==> src/rtl/vmblk_pkg.sv <==
// shared types and constants of the virtio-mmio block register file
`default_nettype none
package vmblk_pkg;

   localparam int unsigned OP_WIDTH       = 2;
   localparam int unsigned OFFSET_WIDTH   = 12;
   localparam int unsigned WORD_WIDTH     = 32;
   localparam int unsigned ADDRESS_WIDTH  = 64;
   localparam int unsigned CAPACITY_WIDTH = 48;

   typedef enum logic [OP_WIDTH-1:0] {
      OP_READ     = 2'd0,
      OP_WRITE    = 2'd1,
      OP_COMPLETE = 2'd2,
      OP_UNUSED   = 2'd3
   } operation_type;

   localparam logic [WORD_WIDTH-1:0] MAX_QUEUE_SIZE   = 32'd64;
   localparam logic [WORD_WIDTH-1:0] IDENTITY_MAGIC   = 32'h7472_6976;
   localparam logic [WORD_WIDTH-1:0] VERSION_VALUE    = 32'd2;
   localparam logic [WORD_WIDTH-1:0] DEVICE_ID_VALUE  = 32'd2;
   localparam logic [WORD_WIDTH-1:0] VENDOR_VALUE     = 32'h494D_5246;
   localparam int unsigned           DRIVER_OK_BIT    = 2;

   localparam logic [OFFSET_WIDTH-1:0] REG_MAGIC          = 12'h000;
   localparam logic [OFFSET_WIDTH-1:0] REG_VERSION        = 12'h004;
   localparam logic [OFFSET_WIDTH-1:0] REG_DEVICE_ID      = 12'h008;
   localparam logic [OFFSET_WIDTH-1:0] REG_VENDOR_ID      = 12'h00C;
   localparam logic [OFFSET_WIDTH-1:0] REG_DEV_FEATURES   = 12'h010;
   localparam logic [OFFSET_WIDTH-1:0] REG_DEV_FEAT_SEL   = 12'h014;
   localparam logic [OFFSET_WIDTH-1:0] REG_QUEUE_SEL      = 12'h030;
   localparam logic [OFFSET_WIDTH-1:0] REG_QUEUE_NUM_MAX  = 12'h034;
   localparam logic [OFFSET_WIDTH-1:0] REG_QUEUE_NUM      = 12'h038;
   localparam logic [OFFSET_WIDTH-1:0] REG_QUEUE_READY    = 12'h044;
   localparam logic [OFFSET_WIDTH-1:0] REG_QUEUE_NOTIFY   = 12'h050;
   localparam logic [OFFSET_WIDTH-1:0] REG_INT_STATUS     = 12'h060;
   localparam logic [OFFSET_WIDTH-1:0] REG_INT_ACK        = 12'h064;
   localparam logic [OFFSET_WIDTH-1:0] REG_STATUS         = 12'h070;
   localparam logic [OFFSET_WIDTH-1:0] REG_DESC_LOW       = 12'h080;
   localparam logic [OFFSET_WIDTH-1:0] REG_DESC_HIGH      = 12'h084;
   localparam logic [OFFSET_WIDTH-1:0] REG_DRIVER_LOW     = 12'h090;
   localparam logic [OFFSET_WIDTH-1:0] REG_DRIVER_HIGH    = 12'h094;
   localparam logic [OFFSET_WIDTH-1:0] REG_DEVICE_LOW     = 12'h0A0;
   localparam logic [OFFSET_WIDTH-1:0] REG_DEVICE_HIGH    = 12'h0A4;
   localparam logic [OFFSET_WIDTH-1:0] REG_CAPACITY_LOW   = 12'h100;
   localparam logic [OFFSET_WIDTH-1:0] REG_CAPACITY_HIGH  = 12'h104;

endpackage
`default_nettype wire

==> src/rtl/vmblk_if.sv <==
// valid/ready channel interfaces of the virtio-mmio block register file
`default_nettype none
interface vmblk_req_if;
   logic                                  valid;
   logic                                  ready;
   vmblk_pkg::operation_type              operation;
   logic [vmblk_pkg::OFFSET_WIDTH-1:0]    offset;
   logic [vmblk_pkg::WORD_WIDTH-1:0]      write_data;

   modport source (output valid, output operation, output offset, output write_data,
                   input ready);
   modport sink   (input valid, input operation, input offset, input write_data,
                   output ready);
endinterface

interface vmblk_rsp_if;
   logic                                  valid;
   logic                                  ready;
   logic [vmblk_pkg::WORD_WIDTH-1:0]      read_data;
   logic                                  start_queue;
   logic                                  irq;
   logic [vmblk_pkg::WORD_WIDTH-1:0]      queue_size;
   logic [vmblk_pkg::ADDRESS_WIDTH-1:0]   descriptor_area;
   logic [vmblk_pkg::ADDRESS_WIDTH-1:0]   driver_area;
   logic [vmblk_pkg::ADDRESS_WIDTH-1:0]   device_area;

   modport source (output valid, output read_data, output start_queue, output irq,
                   output queue_size, output descriptor_area, output driver_area,
                   output device_area, input ready);
   modport sink   (input valid, input read_data, input start_queue, input irq,
                   input queue_size, input descriptor_area, input driver_area,
                   input device_area, output ready);
endinterface

interface vmblk_csr_if;
   logic                                  valid;
   logic                                  ready;
   logic [vmblk_pkg::CAPACITY_WIDTH-1:0]  data;

   modport source (output valid, output data, input ready);
   modport sink   (input valid, input data, output ready);
endinterface
`default_nettype wire

==> src/rtl/virtio_mmio_block_register_file.sv <==
// virtio-mmio version 2 block device register file
// the result of an accepted word is registered and shown from the single result register
// throughput: one word per cycle; the single result register takes a new word whenever
// it is empty or being drained in the same cycle
// reset clears all device registers, the capacity and the result valid flag
`default_nettype none
module virtio_mmio_block_register_file #(
   parameter logic [vmblk_pkg::WORD_WIDTH-1:0] MAX_QUEUE_SIZE = vmblk_pkg::MAX_QUEUE_SIZE
) (
   input  wire               clock,
   input  wire               reset,
   vmblk_req_if.sink         req_if,
   vmblk_rsp_if.source       rsp_if,
   vmblk_csr_if.sink         csr_if
);

   logic [vmblk_pkg::CAPACITY_WIDTH-1:0] capacity_ff, capacity_in;
   logic [vmblk_pkg::WORD_WIDTH-1:0]     device_status_ff, device_status_in;
   logic [vmblk_pkg::WORD_WIDTH-1:0]     feature_select_ff, feature_select_in;
   logic [vmblk_pkg::WORD_WIDTH-1:0]     interrupt_status_ff, interrupt_status_in;
   logic [vmblk_pkg::WORD_WIDTH-1:0]     queue_select_ff, queue_select_in;
   logic [vmblk_pkg::WORD_WIDTH-1:0]     queue_length_ff, queue_length_in;
   logic                                 queue_is_ready_ff, queue_is_ready_in;
   logic [vmblk_pkg::ADDRESS_WIDTH-1:0]  desc_address_ff, desc_address_in;
   logic [vmblk_pkg::ADDRESS_WIDTH-1:0]  avail_address_ff, avail_address_in;
   logic [vmblk_pkg::ADDRESS_WIDTH-1:0]  used_address_ff, used_address_in;

   logic                                 rsp_valid_ff, rsp_valid_in;
   logic [vmblk_pkg::WORD_WIDTH-1:0]     read_data_ff, read_data_in;
   logic                                 start_queue_ff, start_queue_in;
   logic                                 irq_ff, irq_in;

   logic                                 req_accept;
   logic                                 notify_ok;
   logic [vmblk_pkg::WORD_WIDTH-1:0]     read_value;
   logic [vmblk_pkg::WORD_WIDTH-1:0]     wdata;

   assign req_if.ready = !rsp_valid_ff || rsp_if.ready;
   assign req_accept   = req_if.valid && req_if.ready;
   assign csr_if.ready = 1'b1;
   assign wdata        = req_if.write_data;

   // queue must be live and sized a nonzero power of two within the limit
   assign notify_ok = device_status_ff[vmblk_pkg::DRIVER_OK_BIT] && queue_is_ready_ff
                      && (queue_length_ff != '0)
                      && (queue_length_ff <= MAX_QUEUE_SIZE)
                      && ((queue_length_ff & (queue_length_ff - 32'd1)) == '0);

   always_comb begin
      case (req_if.offset)
         vmblk_pkg::REG_MAGIC:         read_value = vmblk_pkg::IDENTITY_MAGIC;
         vmblk_pkg::REG_VERSION:       read_value = vmblk_pkg::VERSION_VALUE;
         vmblk_pkg::REG_DEVICE_ID:     read_value = vmblk_pkg::DEVICE_ID_VALUE;
         vmblk_pkg::REG_VENDOR_ID:     read_value = vmblk_pkg::VENDOR_VALUE;
         vmblk_pkg::REG_DEV_FEATURES:  read_value = {31'd0, (feature_select_ff == 32'd1)};
         vmblk_pkg::REG_QUEUE_NUM_MAX: read_value = (queue_select_ff == '0)
                                                    ? MAX_QUEUE_SIZE : '0;
         vmblk_pkg::REG_QUEUE_READY:   read_value = {31'd0, queue_is_ready_ff};
         vmblk_pkg::REG_INT_STATUS:    read_value = interrupt_status_ff;
         vmblk_pkg::REG_STATUS:        read_value = device_status_ff;
         vmblk_pkg::REG_CAPACITY_LOW:  read_value = capacity_ff[31:0];
         vmblk_pkg::REG_CAPACITY_HIGH: read_value = {16'd0, capacity_ff[47:32]};
         default:                      read_value = '0;
      endcase
   end

   always_comb begin
      capacity_in         = capacity_ff;
      device_status_in    = device_status_ff;
      feature_select_in   = feature_select_ff;
      interrupt_status_in = interrupt_status_ff;
      queue_select_in     = queue_select_ff;
      queue_length_in     = queue_length_ff;
      queue_is_ready_in   = queue_is_ready_ff;
      desc_address_in     = desc_address_ff;
      avail_address_in    = avail_address_ff;
      used_address_in     = used_address_ff;
      rsp_valid_in        = rsp_valid_ff && !rsp_if.ready;
      read_data_in        = read_data_ff;
      start_queue_in      = start_queue_ff;
      irq_in              = irq_ff;

      if (csr_if.valid) begin
         capacity_in = csr_if.data;
      end

      if (req_accept) begin
         rsp_valid_in   = 1'b1;
         read_data_in   = '0;
         start_queue_in = 1'b0;
         irq_in         = 1'b0;
         case (req_if.operation)
            vmblk_pkg::OP_READ: begin
               read_data_in = read_value;
            end
            vmblk_pkg::OP_WRITE: begin
               case (req_if.offset)
                  vmblk_pkg::REG_DEV_FEAT_SEL: feature_select_in = wdata;
                  vmblk_pkg::REG_QUEUE_SEL:    queue_select_in   = wdata;
                  vmblk_pkg::REG_QUEUE_NUM:    queue_length_in   = wdata;
                  vmblk_pkg::REG_QUEUE_READY:  queue_is_ready_in = wdata[0];
                  vmblk_pkg::REG_QUEUE_NOTIFY: start_queue_in    = (wdata == '0) && notify_ok;
                  vmblk_pkg::REG_INT_ACK:      interrupt_status_in = interrupt_status_ff & ~wdata;
                  vmblk_pkg::REG_STATUS: begin
                     device_status_in = wdata;
                     // status write of zero resets the queue
                     if (wdata == '0) begin
                        queue_is_ready_in   = 1'b0;
                        queue_length_in     = '0;
                        interrupt_status_in = '0;
                        desc_address_in     = '0;
                        avail_address_in    = '0;
                        used_address_in     = '0;
                     end
                  end
                  vmblk_pkg::REG_DESC_LOW:    desc_address_in[31:0]   = wdata;
                  vmblk_pkg::REG_DESC_HIGH:   desc_address_in[63:32]  = wdata;
                  vmblk_pkg::REG_DRIVER_LOW:  avail_address_in[31:0]  = wdata;
                  vmblk_pkg::REG_DRIVER_HIGH: avail_address_in[63:32] = wdata;
                  vmblk_pkg::REG_DEVICE_LOW:  used_address_in[31:0]   = wdata;
                  vmblk_pkg::REG_DEVICE_HIGH: used_address_in[63:32]  = wdata;
                  default: begin
                  end
               endcase
            end
            vmblk_pkg::OP_COMPLETE: begin
               interrupt_status_in = interrupt_status_ff | 32'd1;
               irq_in              = 1'b1;
            end
            default: begin
            end
         endcase
      end
   end

   always_ff @(posedge clock) begin
      if (reset) begin
         capacity_ff         <= '0;
         device_status_ff    <= '0;
         feature_select_ff   <= '0;
         interrupt_status_ff <= '0;
         queue_select_ff     <= '0;
         queue_length_ff     <= '0;
         queue_is_ready_ff   <= 1'b0;
         desc_address_ff     <= '0;
         avail_address_ff    <= '0;
         used_address_ff     <= '0;
         rsp_valid_ff        <= 1'b0;
      end else begin
         capacity_ff         <= capacity_in;
         device_status_ff    <= device_status_in;
         feature_select_ff   <= feature_select_in;
         interrupt_status_ff <= interrupt_status_in;
         queue_select_ff     <= queue_select_in;
         queue_length_ff     <= queue_length_in;
         queue_is_ready_ff   <= queue_is_ready_in;
         desc_address_ff     <= desc_address_in;
         avail_address_ff    <= avail_address_in;
         used_address_ff     <= used_address_in;
         rsp_valid_ff        <= rsp_valid_in;
      end
      read_data_ff   <= read_data_in;
      start_queue_ff <= start_queue_in;
      irq_ff         <= irq_in;
   end

   // queue state changes only together with a new result, so it is shown directly
   assign rsp_if.valid           = rsp_valid_ff;
   assign rsp_if.read_data       = read_data_ff;
   assign rsp_if.start_queue     = start_queue_ff;
   assign rsp_if.irq             = irq_ff;
   assign rsp_if.queue_size      = queue_length_ff;
   assign rsp_if.descriptor_area = desc_address_ff;
   assign rsp_if.driver_area     = avail_address_ff;
   assign rsp_if.device_area     = used_address_ff;

`ifndef ASSERT_OFF
   a_irq_sets_status: assert property (@(posedge clock) disable iff (reset)
      rsp_valid_ff && irq_ff |-> interrupt_status_ff[0])
      else $error("irq result without interrupt status bit 0");

   a_start_needs_live_queue: assert property (@(posedge clock) disable iff (reset)
      rsp_valid_ff && start_queue_ff |->
         queue_is_ready_ff && device_status_ff[vmblk_pkg::DRIVER_OK_BIT])
      else $error("start_queue while queue not live");

   a_start_no_read_data: assert property (@(posedge clock) disable iff (reset)
      rsp_valid_ff && start_queue_ff |-> (read_data_ff == '0) && !irq_ff)
      else $error("notify result carries read data or irq");

   a_reset_clears_valid: assert property (@(posedge clock)
      $past(reset) |-> !rsp_valid_ff)
      else $error("result valid after reset");
`endif

endmodule
`default_nettype wire
==> src/flat_wrapper.sv <==
// flat-port wrapper written by rule: the top's interface ports become plain ports
module virtio_mmio_block_register_file_flat 
#(
   parameter logic [vmblk_pkg::WORD_WIDTH-1:0] MAX_QUEUE_SIZE = vmblk_pkg::MAX_QUEUE_SIZE
)
  (clock, reset, req_if_valid, req_if_operation, req_if_offset, req_if_write_data, req_if_ready, rsp_if_valid, rsp_if_read_data, rsp_if_start_queue, rsp_if_irq, rsp_if_queue_size, rsp_if_descriptor_area, rsp_if_driver_area, rsp_if_device_area, rsp_if_ready, csr_if_valid, csr_if_data, csr_if_ready);
  vmblk_req_if req_if_i ();
  vmblk_rsp_if rsp_if_i ();
  vmblk_csr_if csr_if_i ();
  input  wire clock;
  input  wire reset;
  input wire logic [$bits(req_if_i.valid)-1:0] req_if_valid;
  input wire logic [$bits(req_if_i.operation)-1:0] req_if_operation;
  input wire logic [$bits(req_if_i.offset)-1:0] req_if_offset;
  input wire logic [$bits(req_if_i.write_data)-1:0] req_if_write_data;
  output wire logic [$bits(req_if_i.ready)-1:0] req_if_ready;
  output wire logic [$bits(rsp_if_i.valid)-1:0] rsp_if_valid;
  output wire logic [$bits(rsp_if_i.read_data)-1:0] rsp_if_read_data;
  output wire logic [$bits(rsp_if_i.start_queue)-1:0] rsp_if_start_queue;
  output wire logic [$bits(rsp_if_i.irq)-1:0] rsp_if_irq;
  output wire logic [$bits(rsp_if_i.queue_size)-1:0] rsp_if_queue_size;
  output wire logic [$bits(rsp_if_i.descriptor_area)-1:0] rsp_if_descriptor_area;
  output wire logic [$bits(rsp_if_i.driver_area)-1:0] rsp_if_driver_area;
  output wire logic [$bits(rsp_if_i.device_area)-1:0] rsp_if_device_area;
  input wire logic [$bits(rsp_if_i.ready)-1:0] rsp_if_ready;
  input wire logic [$bits(csr_if_i.valid)-1:0] csr_if_valid;
  input wire logic [$bits(csr_if_i.data)-1:0] csr_if_data;
  output wire logic [$bits(csr_if_i.ready)-1:0] csr_if_ready;
  assign req_if_i.valid = req_if_valid;
  assign req_if_i.operation = req_if_operation;
  assign req_if_i.offset = req_if_offset;
  assign req_if_i.write_data = req_if_write_data;
  assign req_if_ready = req_if_i.ready;
  assign rsp_if_valid = rsp_if_i.valid;
  assign rsp_if_read_data = rsp_if_i.read_data;
  assign rsp_if_start_queue = rsp_if_i.start_queue;
  assign rsp_if_irq = rsp_if_i.irq;
  assign rsp_if_queue_size = rsp_if_i.queue_size;
  assign rsp_if_descriptor_area = rsp_if_i.descriptor_area;
  assign rsp_if_driver_area = rsp_if_i.driver_area;
  assign rsp_if_device_area = rsp_if_i.device_area;
  assign rsp_if_i.ready = rsp_if_ready;
  assign csr_if_i.valid = csr_if_valid;
  assign csr_if_i.data = csr_if_data;
  assign csr_if_ready = csr_if_i.ready;
  virtio_mmio_block_register_file #(.MAX_QUEUE_SIZE(MAX_QUEUE_SIZE)) u_core (.clock(clock), .reset(reset), .req_if(req_if_i), .rsp_if(rsp_if_i), .csr_if(csr_if_i));
endmodule
==> config.mk <==
export PLATFORM = sky130hd
export DESIGN_NAME = virtio_mmio_block_register_file_flat
export DESIGN_NICKNAME = d
export VERILOG_FILES = /design/src/rtl/vmblk_pkg.sv /design/src/rtl/vmblk_if.sv /design/src/rtl/virtio_mmio_block_register_file.sv /design/src/flat_wrapper.sv
export SDC_FILE = /design/constraint.sdc
export NUM_CORES = 1
export LEC_CHECK = 0
export ABC_AREA = 1
export ABC_CLOCK_PERIOD_IN_PS = 3100
export BUFFER_PORTS_ARGS = -buffer_cell sky130_fd_sc_hd__buf_2
export CAP_MARGIN = 20
export CORE_AREA = 2 2 231 233
export CTS_BUF_LIST = sky130_fd_sc_hd__clkbuf_8
export DETAILED_ROUTE_END_ITERATION = 10
export DIE_AREA = 0 0 233 235
export PLACE_DENSITY = 0.57
export SYNTH_ARGS = -nofsm -noshare
export SYNTH_HDL_FRONTEND = slang
export SYNTH_SLANG_ARGS = --single-unit
==> constraint.sdc <==
create_clock -name clock -period 3.1 [get_ports clock]
set_clock_uncertainty 0.2 [all_clocks]
set_input_delay 0.31 -clock clock [delete_from_list [all_inputs] [get_ports clock]]
set_output_delay 0.31 -clock clock [all_outputs]
set_load 0.03 [all_outputs]
==> results of run 1 <==
==> registers in the layout, summed over array words and instances (netlist names), 32 cells and up <==
name                           flops
u_core.queue_select_ff            32
u_core.rsp_if.driver_area         64
u_core.rsp_if.queue_size          32
u_core.rsp_if.descriptor_area     64
u_core.capacity_ff                48
u_core.rsp_if.device_area         64
u_core.rsp_if.read_data           32
u_core.interrupt_status_ff        32
u_core.device_status_ff           32
u_core.feature_select_ff          32
==> tightest hold or removal path, stage by stage <==
cell and delay (ns):
buf_2 0.12, inv_1 0.07, ha_1 0.26
==> layer usage <==
| layer | vias up | part of all wire, % | track usage (%) |
|---|---|---|---|
| li1 | 10700 | - | - |
| met1 | 10200 | 42 | 38.4 |
| met2 | 790 | 47 | 48.3 |
| met3 | 132 | 7.0 | 5.27 |
| met4 | 8 | 3.8 | 12.6 |
| met5 | - | 0.054 | 0 |
==> cell usage in the layout, fill, tap and decap left out, drive strengths merged, types with 2 or more instances in the layout <==
cell type    netlist  final
a211oi             6      6
nor2             709    709
a21oi            129    129
dfxtp            402    402
clkbuf           118    104
o21ai            168    168
nand3b             2      2
inv              496    521
dlygate4sd3        0     93
o22ai              4      4
nor3              11     11
nor3b              7      7
buf               86    447
nand4            166    166
bufinv             0      3
clkinv             8     19
diode              0      5
nand3             31     31
edfxtp            34     34
o211ai            12     12
ha                 4      4
nand2            796    796
nor4               8      8
==> stage by stage <==
step	cell area, um^2	setup WS [ns]	util [%]	power (mW)	instances
floorplan	20800	0.348	-	6.27	3205
global placement	23400	0.452	44.8	6.66	4136
detailed placement	23400	0.433	44.8	6.67	4136
CTS	26000	0.552	49.8	12.5	4373
global route	26000	0.266	49.8	12.8	4376
finish	26000	0.460	49.8	12.4	4378
==> cell type report <==
class                      count  area [um^2]  area share, %
sequential                   436         9070           34.9
multi-input combinational   2061         8950           34.4
timing repair buffer         540         3530           13.6
inverter                     504         1900           7.30
clock buffer                 104         1430           5.50
tap                          688          861           3.31
clock inverter                40          251          0.967
antenna                        5         12.5         0.0481
==> logic make-up (layout without fill, tap and decap cells) <==
| logic type | count (synthesis) | after routing |
|---|---|---|
| AO/OA/AOI/OAI | 324 | 324 |
| adder cells (fa/ha/maj) | 4 | 4 |
| buffers and inverters | 708 | 1188 |
| flip-flops | 436 | 436 |
| other | 1 | 6 |
| AND/OR/NAND/NOR | 1732 | 1732 |
==> where the power goes <==
| part | internal, mW | switching [mW] |
|---|---|---|
| registers | 5.74 | 0.0286 |
| clock network | 3.25 | 2.52 |
| logic | 0.275 | 0.621 |
| total | 9.26 | 3.17 |
==> what timing repair did <==
item,CTS,global route
hold buffers,93,0
buffers inserted,0,0
endpoints found under the hold margin,165,0
==> final timing paths <==
path | start | end | slack, ns | depth (start not counted)
setup / recovery | req_if_offset[7] | u_core.rsp_if.queue_size[17]$_SDFFE_PP0P_ | 0.46 | 14
setup reg to reg | u_core.rsp_if.queue_size[0]$_SDFFE_PP0P_ | u_core.rsp_if.start_queue$_SDFFCE_PN0P_ | 0.55 | 8
hold / removal | req_if_operation[0] | u_core.rsp_if.irq$_DFFE_PP_ | 0.04 | 3
hold reg to reg | u_core.interrupt_status_ff[6]$_SDFFE_PP0P_ | u_core.interrupt_status_ff[6]$_SDFFE_PP0P_ | 0.24 | 2
==> impl_results.md, run 1 <==
- Status: finished, final reports clean
- XOR/XNOR share of the synthesized area: 0%
- Worst EP arrival: 2.98 ns
- FP Rows: 84
- Post-Syn Area: 20,800 um^2
- RSZ-0062 raised after global routing: false
- Min Tclk post-route: 2.64 ns
- Critical path cell sequence: dlygate4sd3_1 -> buf_2 -> inv_1 -> nand2_1 -> inv_1 -> nand2_1 -> nor2_1 -> nand2_1 -> inv_1 -> nand2_1 -> nand2_1 -> nand3_4 -> nor2_1 -> nor2_1
- Peak supply drop: 0.000281 V
- Number of register bits inferred by synthesis: 436
- Synth area leader: dfxtp_1
- CTS tree: done
- Root buffer cell: clkbuf_8
- Post-synth EDFFs: 34
- # DRC: 0
- CP dominant cell by count: nand2_1
- Port bufs: 358
- Yosys warnings: 0
- Post-synthesis to final-layout area growth: 25.1%
- Slowest stage delay, CP: 0.58 ns
- Family with the most delay on the worst path: simple AND/OR/NAND/NOR gates
- Via density: 4.97
- Routed Antenna Nets: 0
- Wirelength per Cell: 19.0 um
- FFs w/ async S/R, synth: 0%
- First-pass GRT wire length: 123 mm
- Clock Sinks: 436
- Synth top cells by count: 793 x nand2_1, 704 x nor2_1, 464 x inv_1
- DPL Wire Length: 57.8 mm
- Synth top area share: 38.7%
- All-layer global routing usage: 29.6%
- Die footprint: 54,800 um^2
- Mapped Avg Cell Area: 6.49 um^2
- Clock buffer depth: 3
- Layout cell share with drive strength beyond 1: 17.0%
- Starting Density: 39.8%
- Main combinational cell family by area after synthesis: simple AND/OR/NAND/NOR gates
- CP Capture Type: register
- Initial DRC Count: 2,002
- Max_cap viols: 0
- Count of cell types in the netlist: 41
- Final Hold Vio Count: 0
- Post-Synth Adder-Cell Area: 0.241%
- Routed WL: 83.2 mm
- Total I/O pin count: 360
- Final GP Congestion: 0.985
- CTS Buf Count: 80
- Total grt overflow: 0
- # fillers: 5,331
- DIE WIDTH: 233 um
- Fmax: 379 MHz
- Worst Hold Slack: 0.0409 ns
- Synthesized Nets: 3,308
- Synth area leaders: dfxtp_1 39%, nand2_1 14%, nor2_1 13%
- Pleak: 13.1 nW
- Largest net degree at the start of global routing: 101
- HP Class: primary input to register
- Final #Nets: 3,726
- Clk_lat worst skew: 0.67 ns
- Final Cycle Share: 85.1%
- Pwr dens: 478 nW/um^2
- Final Max Tran Viols: 0
- Startpoint Class: primary input
- CP required: 3.44 ns
- Setup TNS: 0 ns
- Most frequent cell after synthesis: nand2_1
- Resized cells post-CTS: 0
- Main synth FF type: dfxtp_1
- Cell count after synthesis: 3,205
- Setup CP Type: primary input to register
- Critical-path top delay cell: dlygate4sd3_1
- Multiplexer share of the synthesized area: 0%
- Vias: 21,800
- Compound-cell area share of the yosys netlist: 8.37%
- Initial antenna violation count: 8
- Chip Height: 235 um
- Final setup viols: 0
- Simple-gate area share of the yosys netlist: 34.2%
- WP buf/inv: 5
- Post-synthesis sequential area ratio: 43.6%
- First-pass DRT Iterations: 7
- Reg clk slew, reported paths: 0.06 ns
- Slew headroom: 48.3%
- CORE AREA: 52,200 um^2
- Tightest Pin Transition: 0.767 ns
- Critical path peak fanout: 46
- Vias in the first global route: 20,300
- Htree depth: 3
(Power assumes the default switching activity.)
==> run 2: changes to the inputs <==
Settings changed: CORE_AREA 2 2 231 233 to 2 2 198 200, DIE_AREA 0 0 233 235 to 0 0 200 202, PLACE_DENSITY 0.57 to 0.75.
==> run 2 against run 1 <==
Against the previous run: critical path depth decreased by 2; final cell count fell by 4.5%; wire length shrank 6.1%; register-to-register slack better by 0.03 ns; design area down 2.7%; clock power fell by 18%; sequential share of layout area is 0.95 points higher; combinational power decreased by 2%; global-route usage rose by 8.7 points; critical path type unchanged; critical endpoint is now u_core.rsp_if.device_area[27]$_SDFFE_PP0P_.
==> impl_results.md, run 2 (same netlist as run 1, synthesis figures left out) <==
- Critical path cell sequence: dlygate4sd3_1 -> buf_2 -> inv_2 -> nand4_1 -> nor2_1 -> nand2_1 -> o21ai_4 -> buf_12 -> nand3_4 -> nand2_1 -> nand2_1 -> nor2_1
- Worst Hold Slack: 0.0547 ns
- Resized cells post-CTS: 0
- Slowest stage delay, CP: 0.53 ns
- First-pass GRT wire length: 118 mm
- Final Cycle Share: 90.8%
- Max_cap viols: 0
- FF-to-FF setup slack: 0.58 ns
- Clock buffer depth: 3
- Total grt overflow: 0
- Worst EP arrival: 3.19 ns
- R2R Path End: u_core.rsp_if.device_area[27]$_SDFFE_PP0P_
- Status: finished, final reports clean
- Most frequent cells in the layout: 791 x nand2_1, 704 x nor2_1, 497 x inv_1
- Starting Density: 54.3%
- Reg clk slew, reported paths: 0.06 ns
- Largest net degree at the start of global routing: 125
- R2R Path Start: u_core.rsp_if.valid$_SDFF_PP0_
- Initial DRC Count: 2,480
- Clock Sinks: 436
- Port bufs: 358
- Wirelength per Cell: 18.7 um
- Setup TNS: 0 ns
- Root buffer cell: clkbuf_8
- Final Hold Vio Count: 0
- Hold Path Origin: req_if_write_data[5]
- Post-synthesis to final-layout area growth: 21.8%
- Critical-path top delay cell: dlygate4sd3_1
- Setup Buffers After CTS: 0
- DPL Wire Length: 52.6 mm
- Startpoint Class: primary input
- FP Rows: 72
- Chip Height: 202 um
- Htree depth: 3
- R2R cell count: 7
- Die footprint: 40,400 um^2
- All-layer global routing usage: 38.4%
- Peak supply drop: 0.000403 V
- DIE WIDTH: 200 um
- Critical path peak fanout: 46
- Total I/O pin count: 360
- Tightest Pin Transition: 0.790 ns
- CP dominant cell by count: nand2_1
- Worst hold path depth: 4
- Initial antenna violation count: 5
- Routed Antenna Nets: 0
- Worst Hold End: u_core.queue_select_ff[5]$_SDFFE_PP0P_
- Pleak: 12.9 nW
- Commonest non-fill, non-tap cell in the layout: nand2_1
- RSZ-0062 raised after global routing: false
- Clk_lat worst skew: 0.66 ns
- HP Class: primary input to register
- Final Max Tran Viols: 0
- Setup CP Type: primary input to register
- Final setup viols: 0
- WP buf/inv: 4
- Via density: 5.29
- Tot Pwr: 11.4 mW
- Final #Nets: 3,713
- # fillers: 3,475
- Pwr dens: 450 nW/um^2
- CTS Buf Count: 72
- CP required: 3.47 ns
- CORE AREA: 38,300 um^2
- Vias: 22,100
- Routed WL: 78.1 mm
- Slew headroom: 46.8%
- Final GP Congestion: 0.977
- CTS tree: done
- CP Capture Type: register
- Vias in the first global route: 20,700
- Family with the most delay on the worst path: buffers and inverters
- Layout cell share with drive strength beyond 1: 16.4%
- # DRC: 0
- Fmax: 355 MHz
- Min Tclk post-route: 2.81 ns
- First-pass DRT Iterations: 6
==> run 2: changes by cell type in the layout (fill, tap and decap cells not counted) <==
| cell | change |
|---|---|
| clkbuf_8 | -24 |
| inv_1 | +10 |
| dlygate4sd3_1 | -9 |
| buf_4 | +7 |
| clkinv_2 | -6 |
| buf_12 | -3 |
| bufinv_16 | -3 |
| clkinvlp_4 | +2 |
| clkinv_1 | -1 |
| inv_6 | +1 |
| inv_8 | +1 |
==> run 2: what timing repair did <==
item,4_1_cts,5_1_grt
hold buffers,84,0
endpoints found under the setup margin,0,0
endpoints found under the hold margin,141,0
==> run 2: through the flow <==
stage / std cells / util [%] / cell area (um^2) / setup slack [ns]
6_report: 4183 / 66.1 / 25300 / 0.285
5_1_grt: 4183 / 66.1 / 25300 / 0.0869
4_1_cts: 4178 / 66.1 / 25300 / 0.394
3_5_place_dp: 3970 / 60.5 / 23200 / 0.268
3_3_place_gp: 3970 / 60.5 / 23200 / 0.351
2_1_floorplan: 3205 / - / 20800 / 0.348
==> run 2: worst max path at each step <==
stage / startpoint / to / slack [ns] / cells past startpoint
2_1_floorplan: u_core.rsp_if.valid$_SDFF_PP0_ / u_core.rsp_if.descriptor_area[11]$_SDFFE_PP0P_ / 0.35 / 6
3_3_place_gp: req_if_write_data[17] / u_core.rsp_if.device_area[7]$_SDFFE_PP0P_ / 0.35 / 10
3_5_place_dp: req_if_write_data[20] / u_core.rsp_if.device_area[18]$_SDFFE_PP0P_ / 0.27 / 10
4_1_cts: req_if_write_data[20] / u_core.rsp_if.device_area[27]$_SDFFE_PP0P_ / 0.39 / 12
5_1_grt: req_if_write_data[20] / u_core.rsp_if.device_area[6]$_SDFFE_PP0P_ / 0.09 / 12
6_report: req_if_write_data[20] / u_core.rsp_if.device_area[27]$_SDFFE_PP0P_ / 0.29 / 12
==> run 2: where the power goes <==
group | switching, mW | total (mW) | internal [mW]
Combinational | 0.612 | 0.881 | 0.269
Sequential | 0.0277 | 5.77 | 5.74
Clock | 2.38 | 4.75 | 2.37
Total | 3.02 | 11.4 | 8.37
==> run 2: per-layer routing <==
metal | vias to the layer above | part of all wire [%] | global-route usage, %
met4 | 0 | 5.7 | 20.8
met3 | 234 | 9.2 | 6.42
met1 | 10200 | 39 | 49.1
met2 | 1095 | 46 | 61.7
met5 | - | 0 | 0
li1 | 10600 | - | -
==> run 2: worst min-delay path: cells and delay by family <==
kind	cells	cell delay, ns
AO/OA/AOI/OAI	1	0.08
buffers and inverters	3	0.44
==> run 2: layout make-up <==
| cell class | count | area, um^2 | area share, % |
|---|---|---|---|
| inverter | 504 | 1900 | 7.50 |
| clock buffer | 80 | 1100 | 4.35 |
| multi-input combinational | 2061 | 8950 | 35.4 |
| sequential | 436 | 9070 | 35.8 |
| antenna | 5 | 12.5 | 0.0494 |
| tap | 518 | 648 | 2.56 |
| clock inverter | 44 | 200 | 0.791 |
| timing repair buffer | 535 | 3430 | 13.6 |
